File: config.mk
export PLATFORM = sky130hd
export DESIGN_NAME = pca_counter_capture_compare_unit
export DESIGN_NICKNAME = d
export VERILOG_FILES = /design/src/hw/rtl/pca_pkg.sv /design/src/hw/rtl/pca_count_step.sv /design/src/hw/rtl/pca_core.sv /design/src/hw/rtl/pca_counter_capture_compare_unit.sv
export SDC_FILE = /design/constraint.sdc
export NUM_CORES = 1
export LEC_CHECK = 0
export ABC_CLOCK_PERIOD_IN_PS = 14280
export BUFFER_PORTS_ARGS = -buffer_cell sky130_fd_sc_hd__buf_2
export CORE_UTILIZATION = 55
export CTS_CLUSTER_DIAMETER = 80
export DETAILED_ROUTE_END_ITERATION = 10
export PLACE_DENSITY_LB_ADDON = 0.08
export SETUP_SLACK_MARGIN = 0.15
export SYNTH_ARGS = -nofsm -noshare
export SYNTH_HDL_FRONTEND = slang
export SYNTH_SLANG_ARGS = --single-unit
File: constraint.sdc
create_clock -name clock -period 14.28 [get_ports clock]
set_clock_uncertainty 0.15 [all_clocks]
set_input_delay 2.856 -clock clock [delete_from_list [all_inputs] [get_ports clock]]
set_output_delay 2.856 -clock clock [all_outputs]
set_load 0.03 [all_outputs]
File: src/hw/rtl/pca_pkg.sv
// Shared types and constants for the programmable counter array.
package pca_pkg;

   localparam int ModuleCount    = 5;
   localparam int FlagWidth      = ModuleCount + 1;
   localparam int CountWidth     = 16;
   localparam int ModeBits       = 5;
   localparam int ModeWidth      = ModuleCount * ModeBits;
   localparam int WatchdogModule = 4;
   localparam int FastCounts     = 3;
   localparam int CsrIndexWidth  = 3;
   localparam int CsrDataWidth   = ModeWidth;

   // bit positions inside one module's mode group
   localparam int MbPwm    = 0;
   localparam int MbToggle = 1;
   localparam int MbCapNeg = 2;
   localparam int MbCapPos = 3;
   localparam int MbCmpEn  = 4;

   localparam logic [ModeWidth-1:0] ModuleModesReset = ModeWidth'(17318416);

   typedef enum logic [1:0] {
      ModeTick       = 2'd0,
      ModeWriteCmp   = 2'd1,
      ModeWriteFlags = 2'd2,
      ModeLoadCount  = 2'd3
   } pca_mode_type;

   typedef enum logic [1:0] {
      ClkCycle  = 2'd0,
      ClkFast   = 2'd1,
      ClkTimer0 = 2'd2,
      ClkExtPin = 2'd3
   } pca_clk_src_type;

   typedef enum logic [CsrIndexWidth-1:0] {
      CsrCounterRun     = 3'd0,
      CsrIdleStop       = 3'd1,
      CsrClockSource    = 3'd2,
      CsrWatchdogEnable = 3'd3,
      CsrModuleModes    = 3'd4
   } pca_csr_type;

   typedef struct packed {
      logic [1:0]  mode;
      logic        timer0_overflowed;
      logic        external_clock_pin;
      logic [4:0]  module_pins;
      logic        cpu_idle;
      logic [2:0]  module_select;
      logic [15:0] write_value;
   } pca_req_type;

   typedef struct packed {
      logic [15:0] counter_value;
      logic [5:0]  status_flags;
      logic [4:0]  module_outputs;
      logic        watchdog_reset;
   } pca_rsp_type;

   typedef struct packed {
      logic                 counter_run;
      logic                 idle_stop;
      pca_clk_src_type      clock_source;
      logic                 watchdog_enable;
      logic [ModeWidth-1:0] module_modes;
   } pca_cfg_type;

   typedef struct packed {
      logic [CountWidth-1:0]                  count;
      logic [ModuleCount-1:0][CountWidth-1:0] cmp;
      logic [FlagWidth-1:0]                   flags;
      logic [ModuleCount-1:0]                 outs;
   } pca_state_type;

endpackage

File: src/hw/rtl/pca_count_step.sv
// One counter increment followed by the compare and PWM checks of every compare-enabled module.
module pca_count_step
   import pca_pkg::*;
(
   input  logic          enable,
   input  pca_cfg_type   cfg,
   input  pca_state_type st_in,
   output pca_state_type st_out,
   output logic          wd_hit
);

   always_comb begin
      st_out = st_in;
      wd_hit = 1'b0;
      if (enable) begin
         st_out.count = st_in.count + CountWidth'(1);
         if (st_out.count == '0) begin
            st_out.flags[0] = 1'b1;
         end
         for (int n = 0; n < ModuleCount; n++) begin
            if (cfg.module_modes[ModeBits*n + MbCmpEn]) begin
               if (st_out.count == st_out.cmp[n]) begin
                  st_out.flags[n+1] = 1'b1;
                  if (n == WatchdogModule && cfg.watchdog_enable) begin
                     wd_hit = 1'b1;
                  end
                  if (cfg.module_modes[ModeBits*n + MbToggle]) begin
                     st_out.outs[n] = ~st_out.outs[n];
                  end
               end
               // 8-bit PWM: reload low compare byte at the start of each low-byte period
               if (cfg.module_modes[ModeBits*n + MbPwm]) begin
                  if (st_out.count[7:0] == 8'd0) begin
                     st_out.cmp[n][7:0] = st_out.cmp[n][15:8];
                  end
                  st_out.outs[n] = (st_out.count[7:0] >= st_out.cmp[n][7:0]);
               end
            end
         end
      end
   end

endmodule

File: src/hw/rtl/pca_core.sv
// Counter array state and the execution of one item per cycle in which fire is asserted.
module pca_core
   import pca_pkg::*;
(
   input  logic        clock,
   input  logic        reset,
   input  logic        fire,
   input  pca_req_type item,
   input  pca_cfg_type cfg,
   output pca_rsp_type result
);

   pca_state_type          st_ff, st_in;
   logic [ModuleCount-1:0] last_pins_ff, last_pins_in;
   logic                   last_clk_ff, last_clk_in;

   pca_state_type          pre_st;
   pca_state_type          chain [FastCounts+1];
   logic [FastCounts-1:0]  step_wd;
   logic [1:0]             counts;
   logic                   tick;
   logic [ModuleCount-1:0] pins;

   assign tick = (item.mode == ModeTick);
   assign pins = item.module_pins[ModuleCount-1:0];

   // captures and register writes, ahead of any counting
   always_comb begin
      pre_st = st_ff;
      case (item.mode)
         ModeTick: begin
            for (int n = 0; n < ModuleCount; n++) begin
               if ((cfg.module_modes[ModeBits*n + MbCapPos] && !last_pins_ff[n] && pins[n]) ||
                   (cfg.module_modes[ModeBits*n + MbCapNeg] && last_pins_ff[n] && !pins[n]))
               begin
                  pre_st.cmp[n]      = st_ff.count;
                  pre_st.flags[n+1]  = 1'b1;
               end
            end
         end
         ModeWriteCmp: begin
            for (int n = 0; n < ModuleCount; n++) begin
               if (item.module_select == 3'(n)) begin
                  pre_st.cmp[n] = item.write_value;
               end
            end
         end
         ModeWriteFlags: begin
            pre_st.flags = item.write_value[FlagWidth-1:0];
         end
         ModeLoadCount: begin
            pre_st.count = item.write_value;
         end
         default: begin
            pre_st = st_ff;
         end
      endcase
   end

   always_comb begin
      counts = 2'd0;
      if (tick && cfg.counter_run && !(cfg.idle_stop && item.cpu_idle)) begin
         case (cfg.clock_source)
            ClkCycle:  counts = 2'd1;
            ClkFast:   counts = 2'(FastCounts);
            ClkTimer0: counts = {1'b0, item.timer0_overflowed};
            ClkExtPin: counts = {1'b0, last_clk_ff && !item.external_clock_pin};
            default:   counts = 2'd0;
         endcase
      end
   end

   assign chain[0] = pre_st;

   for (genvar k = 0; k < FastCounts; k++) begin : g_step
      pca_count_step u_step (
         .enable (counts > 2'(k)),
         .cfg    (cfg),
         .st_in  (chain[k]),
         .st_out (chain[k+1]),
         .wd_hit (step_wd[k])
      );
   end

   always_comb begin
      st_in        = st_ff;
      last_pins_in = last_pins_ff;
      last_clk_in  = last_clk_ff;
      if (fire) begin
         st_in = chain[FastCounts];
         if (tick) begin
            last_pins_in = pins;
            last_clk_in  = item.external_clock_pin;
         end
      end
   end

   always_comb begin
      result.counter_value  = chain[FastCounts].count;
      result.status_flags   = 6'(chain[FastCounts].flags);
      result.module_outputs = 5'(chain[FastCounts].outs);
      result.watchdog_reset = |step_wd;
   end

   always_ff @(posedge clock) begin
      if (reset) begin
         st_ff.count  <= '0;
         st_ff.cmp    <= '0;
         st_ff.flags  <= '0;
         st_ff.outs   <= '1;
         last_pins_ff <= '1;
         last_clk_ff  <= 1'b1;
      end else begin
         st_ff        <= st_in;
         last_pins_ff <= last_pins_in;
         last_clk_ff  <= last_clk_in;
      end
   end

endmodule

File: src/hw/rtl/pca_counter_capture_compare_unit.sv
// Top level of the counter array: handshakes, configuration registers, result register.
// A request beat executes from the input register; its response is offered in the cycle after.
// Throughput: one request per cycle unless rsp_stall holds the response; the whole item settles
//   in one pass through up to three chained count stages from input to response register.
// Reset (synchronous, active high): counter, compare words and flags clear, output levels and
//   pin history go high, configuration returns to compare-enable only, both channels empty.
module pca_counter_capture_compare_unit
   import pca_pkg::*;
(
   input  logic                     clock,
   input  logic                     reset,
   input  logic                     req_valid,
   output logic                     req_stall,
   input  pca_req_type              req_data,
   output logic                     rsp_valid,
   input  logic                     rsp_stall,
   output pca_rsp_type              rsp_data,
   input  logic                     csr_we,
   input  logic [CsrIndexWidth-1:0] csr_index,
   input  logic [CsrDataWidth-1:0]  csr_wdata
);

   pca_cfg_type cfg_ff, cfg_in;
   logic        in_valid_ff, in_valid_in;
   pca_req_type in_data_ff, in_data_in;
   logic        out_valid_ff, out_valid_in;
   pca_rsp_type out_data_ff, out_data_in;
   pca_rsp_type result;
   logic        fire;
   logic        req_take;

   assign fire      = in_valid_ff && (!out_valid_ff || !rsp_stall);
   assign req_stall = in_valid_ff && !fire;
   assign req_take  = req_valid && !req_stall;

   pca_core u_core (
      .clock  (clock),
      .reset  (reset),
      .fire   (fire),
      .item   (in_data_ff),
      .cfg    (cfg_ff),
      .result (result)
   );

   always_comb begin
      cfg_in = cfg_ff;
      if (csr_we) begin
         case (pca_csr_type'(csr_index))
            CsrCounterRun:     cfg_in.counter_run     = csr_wdata[0];
            CsrIdleStop:       cfg_in.idle_stop       = csr_wdata[0];
            CsrClockSource:    cfg_in.clock_source    = pca_clk_src_type'(csr_wdata[1:0]);
            CsrWatchdogEnable: cfg_in.watchdog_enable = csr_wdata[0];
            CsrModuleModes:    cfg_in.module_modes    = csr_wdata[ModeWidth-1:0];
            default:           cfg_in = cfg_ff;
         endcase
      end
   end

   always_comb begin
      in_valid_in  = in_valid_ff;
      in_data_in   = in_data_ff;
      out_valid_in = out_valid_ff;
      out_data_in  = out_data_ff;
      if (fire) begin
         in_valid_in  = 1'b0;
         out_valid_in = 1'b1;
         out_data_in  = result;
      end else if (out_valid_ff && !rsp_stall) begin
         out_valid_in = 1'b0;
      end
      if (req_take) begin
         in_valid_in = 1'b1;
         in_data_in  = req_data;
      end
   end

   always_ff @(posedge clock) begin
      if (reset) begin
         cfg_ff.counter_run     <= 1'b0;
         cfg_ff.idle_stop       <= 1'b0;
         cfg_ff.clock_source    <= ClkCycle;
         cfg_ff.watchdog_enable <= 1'b0;
         cfg_ff.module_modes    <= ModuleModesReset;
         in_valid_ff            <= 1'b0;
         out_valid_ff           <= 1'b0;
      end else begin
         cfg_ff       <= cfg_in;
         in_valid_ff  <= in_valid_in;
         out_valid_ff <= out_valid_in;
      end
   end

   // payload registers
   always_ff @(posedge clock) begin
      in_data_ff  <= in_data_in;
      out_data_ff <= out_data_in;
   end

   assign rsp_valid = out_valid_ff;
   assign rsp_data  = out_data_ff;

endmodule

======== Yosys cells after proc, flatten, opt, wreduce, memory -nomap -nowiden ========
Index checks and enable logic that the tools add are counted.
cells by class
  $add $sub $neg .......................... 3
  magnitude comparators ................... 18
  equal/unequal tests ..................... 29
  mux-type cells .......................... 236
  bitwise operators ....................... 15
  reductions and logical operators ........ 69
operator list
  cell                                                            number
  2-to-1 mux 8 bit                                                102
  == test 16 bit                                                  15
  2-to-1 mux 16 bit                                               14
  one-hot mux 80 bit (2 select lines)                             1
  greater-or-equal comparator 8 bit                               15
  2-to-1 mux 1 bit                                                113
  2-to-1 mux 19 bit                                               3
  adder 16 x 1 -> 16 bit (second input constant)                  3
  zero test 16 bit                                                3
  logical AND 1 bit                                               28
  zero test 8 bit                                                 3
  zero test 1 bit                                                 16
  NOT 1 bit                                                       15
  == test 3 x 2 -> 1 bit (second input constant)                  4
  AND reduction 2 bit                                             6
  one-hot mux 5 bit (2 select lines)                              1
  == test 2 bit (second input constant)                           4
  one-hot mux 2 bit (4 select lines)                              1
  == test 3 x 1 -> 1 bit (second input constant)                  2
  == test 3 bit (second input constant)                           2
  zero test 3 bit                                                 2
  logical OR 1 bit                                                6
  == test 2 x 1 -> 1 bit (second input constant)                  2
  greater-than comparator 2 x 1 -> 1 bit (second input constant)  2
  other kinds (5)                                                 7
storage, ports and cells
  bits in registers ....................... 202
  output and inout bits ................... 30

======== Depth between registers and ports, before layout ========
  depth after elaboration ................. 30
  depth in mapped cells ................... 39

======== By module ========
Synthesis repeated with hierarchy kept, for this count alone.
unflattened totals
  cell total of the unflattened synthesis .. 2665
  area total of the unflattened synthesis .. 23152.2 sq um
modules (own cells, without submodules)
  module                                    times used  cells an instance  area each (sq um)  sequential area each (sq um)
  pca_core                                  1           654                5933.2             2262.2
  pca_count_step (u_core.g_step[2].u_step)  1           600                4809.6             0.0
  pca_count_step (u_core.g_step[0].u_step)  1           643                4757.1             0.0
  pca_count_step (u_core.g_step[1].u_step)  1           572                4514.3             0.0
  pca_counter_capture_compare_unit          1           196                3138.0             2352.3

======== Worst setup path before layout ========
No wires, ideal clock.
  kind .................................... register -> register
  start point ............................. reg in_data_ff[28] (netlist name)
  end point ............................... reg out_data_ff, in the netlist rsp_data[2], data pin
  setup time .............................. 0.268 ns
  arrival time ............................ 6.905 ns
  setup slack ............................. 6.957 ns
  cell stages (with the launch flop) ...... 37
  period minus slack after synthesis ...... 7.323 ns
  path through ............................ edfxtp_1 > and2_4 > buf_6 > buf_6 > mux2_2 > ha_1 > buf_1 > o21a_1 > ha_1 > clkbuf_1 > nor2_1 > a21oi_1 > o21ai_0 > inv_1 > ha_1 > and3_1 > o21ai_1 > nor3_1 > nor2_1 > nor4_2 > nor2_1 > clkbuf_1 > o21ai_0 > ha_1 > nand2b_1 > a21oi_1 > nor2b_1 > o21ai_0 > nand2b_1 > a21oi_1 > nor2b_1 > o21ai_0 > nand2b_1 > a21oi_1 > nor2_1 > a21oi_1 > o21ai_0
RTL lines
  item                      RTL line                                RTL
  start: declaration        pca_counter_capture_compare_unit.sv:25  pca_req_type in_data_ff, in_data_in;
  start signal: assignment  pca_counter_capture_compare_unit.sv:95  in_data_ff <= in_data_in;
  end signal: assignment    pca_counter_capture_compare_unit.sv:96  out_data_ff <= out_data_in;
  end: declaration          pca_counter_capture_compare_unit.sv:27  pca_rsp_type out_data_ff, out_data_in;

==> flow_summary.ini <==
[yosys]
synth-async-reset-ratio_pct = 0
synth_area_sq_um = 18910
syn-num-nets = 2568
number_of_synthesized_register_bits = 202
synth-warning-count = 0
synth_seq_area_share_pct = 24.41
syn-instance-count = 2428
ys_dominant_reg_cell = dfxtp_1
count_of_flip_flops_with_a_built_in_enable_after_synthesis = 57
avgSynthCellArea_sq_um = 7.787
ys_types = 107

[sta]
layout_setup_ws_ns = 4.482
final_critical_path_share_of_the_clock_period_pct = 68.62
report.final.slew_viol_count = 0
setup_repair_after_global_routing_missed_its_margin = no
worst_slew_margin_rel_pct = 0.05420
timing.final.hold_violations = 0
setup_tns_ns = 0
worst-slew-pin-transition_ns = 1.485
timing.final.crit_period_ns = 9.798
report.final.setup_viol = 0
fmaxAchievable_ghz = 0.1021

[grt]
grt_first_pass_wirelength_um = 131100
gr-usage-met2_pct = 72.86
first_global_vias = 19240
maximum_number_of_pins_on_one_net_before_global_route_repair = 74
initial_antenna_violation_count = 5
grt.total_usage_pct = 51.46
grt-busiest-layer = met2
gr-usage-met1_pct = 62.74
overflow = 0
grt_util_met3_pct = 20.68

[power_and_ir_drop]
final_power_mw = 1.804
ir_worst_vdd_v = 0.0001067
cellLeakagePower_nw = 7.239
power_per_cell_area_nw_per_um2 = 86.57

[setup_path]
critical-path-slowest-cell = ha_1
cpLargestDelayFamily = simple AND/OR/NAND/NOR gates
arr_time_crit_path_ns = 9.98
critical_path.max_stage_delay_ns = 1.01
critPathRequiredTime_ns = 14.46
timing.critical_path.buf_inv = 4
critical_path.max_fanout = 32
critPathLaunchType = flop
critical_path_class = flop to flop
cp-end-kind = flop

[routing]
route.antenna.remaining_nets = 0
wl_um = 92350
first_pass_iters = 7
via_count = 20830
avgRoutedWirePerCell_um = 31.39
drt_drc_violations_left = 0
drt-initial-drc-count = 3452
vias_per_cell = 7.080

[layout]
synthToLayoutAreaGrowth_pct = 10.24
sequential_cell_area_sq_um = 4614
finish.net_count = 2610
drive_above_1_share_pct = 12.82
layout_common_cells = 287 x nand2_1, 276 x nor2_1, 221 x a21oi_1
area_used_by_multi_input_combinational_logic_sq_um = 13660
layout.core_utilization_pct = 61.85
layout.cells.most_common = nand2_1
final.fill_count = 3050

[status]
failed_checks = capacitance limit
outcome = finished with violations

[floorplan]
io_pins = 92
core_sq_um = 33700
initial_cell_density_of_the_core_pct = 56.10
die_x_um = 187.4
die_height_um = 187.4
fp.dieArea_sq_um = 35120
fp-row-count = 67

[clock_tree]
total_clock_sinks = 202
cts_setup_buffers = 0
worst_skew_pair.late_latency_ns = 0.59
ctsHtreeMaxLevel = 1
post_cts_repair_resize_count = 0
cts_tree = yes
postCtsHoldBufs = 0
clock_tree.buffer_depth = 3
numCtsBuffers = 25
clk_transition_reported_paths_ns = 0.06
cts-root-buf = clkbuf_16

[placed_design]
globalplace.congestion = 1.120
detailedPlacementHpwl_um = 64900
pre_cts_slack_ns = 5.004
buffer_ports.inserted = 91

[worst_hold_path]
hp-class = flop to flop

[job]
maxCapViolations = 1
## per-stage QoR
step | cell area, sq um | cells | hold slack [ns]
after floorplan | 18910 | 2428 | 0.2787
after global placement | 19990 | 2891 | 0.2920
after detailed placement | 19990 | 2891 | 0.3007
after CTS | 20830 | 2937 | 0.3075
after global routing | 20830 | 2937 | 0.3343
final | 20840 | 2942 | 0.3085
## logic make-up after synthesis
kind of cell / after synthesis / share of synthesized area, %
simple gates: 921 / 23.73
compound gates: 634 / 21.67
xor+xnor: 309 / 15.49
flops: 202 / 24.41
buf+inv: 184 / 3.984
mux: 100 / 5.546
fa+ha+maj: 78 / 5.162
## cell usage after synthesis, types with 50 or more instances
cell	n	area share, %
clkbuf_1	115	2.3
nand4_1	57	1.9
nor2_1	278	5.5
xnor2_1	196	9.1
ha_1	78	5.2
xor2_1	93	4.3
mux2i_1	75	4.0
a21oi_1	221	5.9
nand2_1	288	5.7
edfxtp_1	57	9.1
nand3_1	50	1.3
dfxtp_1	145	15
o21ai_0	124	3.3
## layout make-up
type	count	share of cell area, %
sequential	202	22.14
tap	448	2.689
clock inverter	12	0.7504
inverter	31	0.5703
timing repair buffer	168	4.971
clock buffer	34	3.260
antenna	5	0.06003
multi-input combinational	2042	65.56
## final timing paths
kind                                                from                 endpoint  depth (start not counted)  slack [ns]
worst max-delay path            in_data_ff[28]$_DFFE_PP_    rsp_data[3]$_DFFE_PP_                         34        4.48
worst min register to register   cfg_ff[12]$_SDFFE_PP0P_  cfg_ff[12]$_SDFFE_PP0P_                          2        0.31
worst min-delay path             cfg_ff[12]$_SDFFE_PP0P_  cfg_ff[12]$_SDFFE_PP0P_                          2        0.31
worst max register to register  in_data_ff[28]$_DFFE_PP_    rsp_data[3]$_DFFE_PP_                         34        4.48
## worst min-delay path, stage by stage (launching register included)
cell and delay (ns):
dfxtp_1 0.31, nand2_1 0.05, a21oi_1 0.05
## layer usage
| layer | up-vias | routed length (um) |
|---|---|---|
| li1 | 8862 | - |
| met1 | 9715 | 33320 |
| met5 | - | 146 |
| met4 | 6 | 8019 |
| met2 | 1763 | 36640 |
| met3 | 484 | 14230 |
## power by group
| group | internal [mW] | total, mW | switching [mW] |
|---|---|---|---|
| clock | 0.390 | 0.671 | 0.282 |
| sequential | 0.612 | 0.644 | 0.0314 |
| combinational | 0.169 | 0.489 | 0.321 |
| total | 1.17 | 1.80 | 0.634 |
## sequential cells by signal, indices dropped and copies added, names as in the netlist
name / cells
u_core.st_ff: 102
cfg_ff: 30
in_data_ff: 29
rsp_data: 28
u_core.chain: 5
u_core.last_pins_ff: 5
in_valid_ff: 1
rsp_valid: 1
u_core.last_clk_ff: 1
Note: power is estimated with default switching activity, not from simulation.
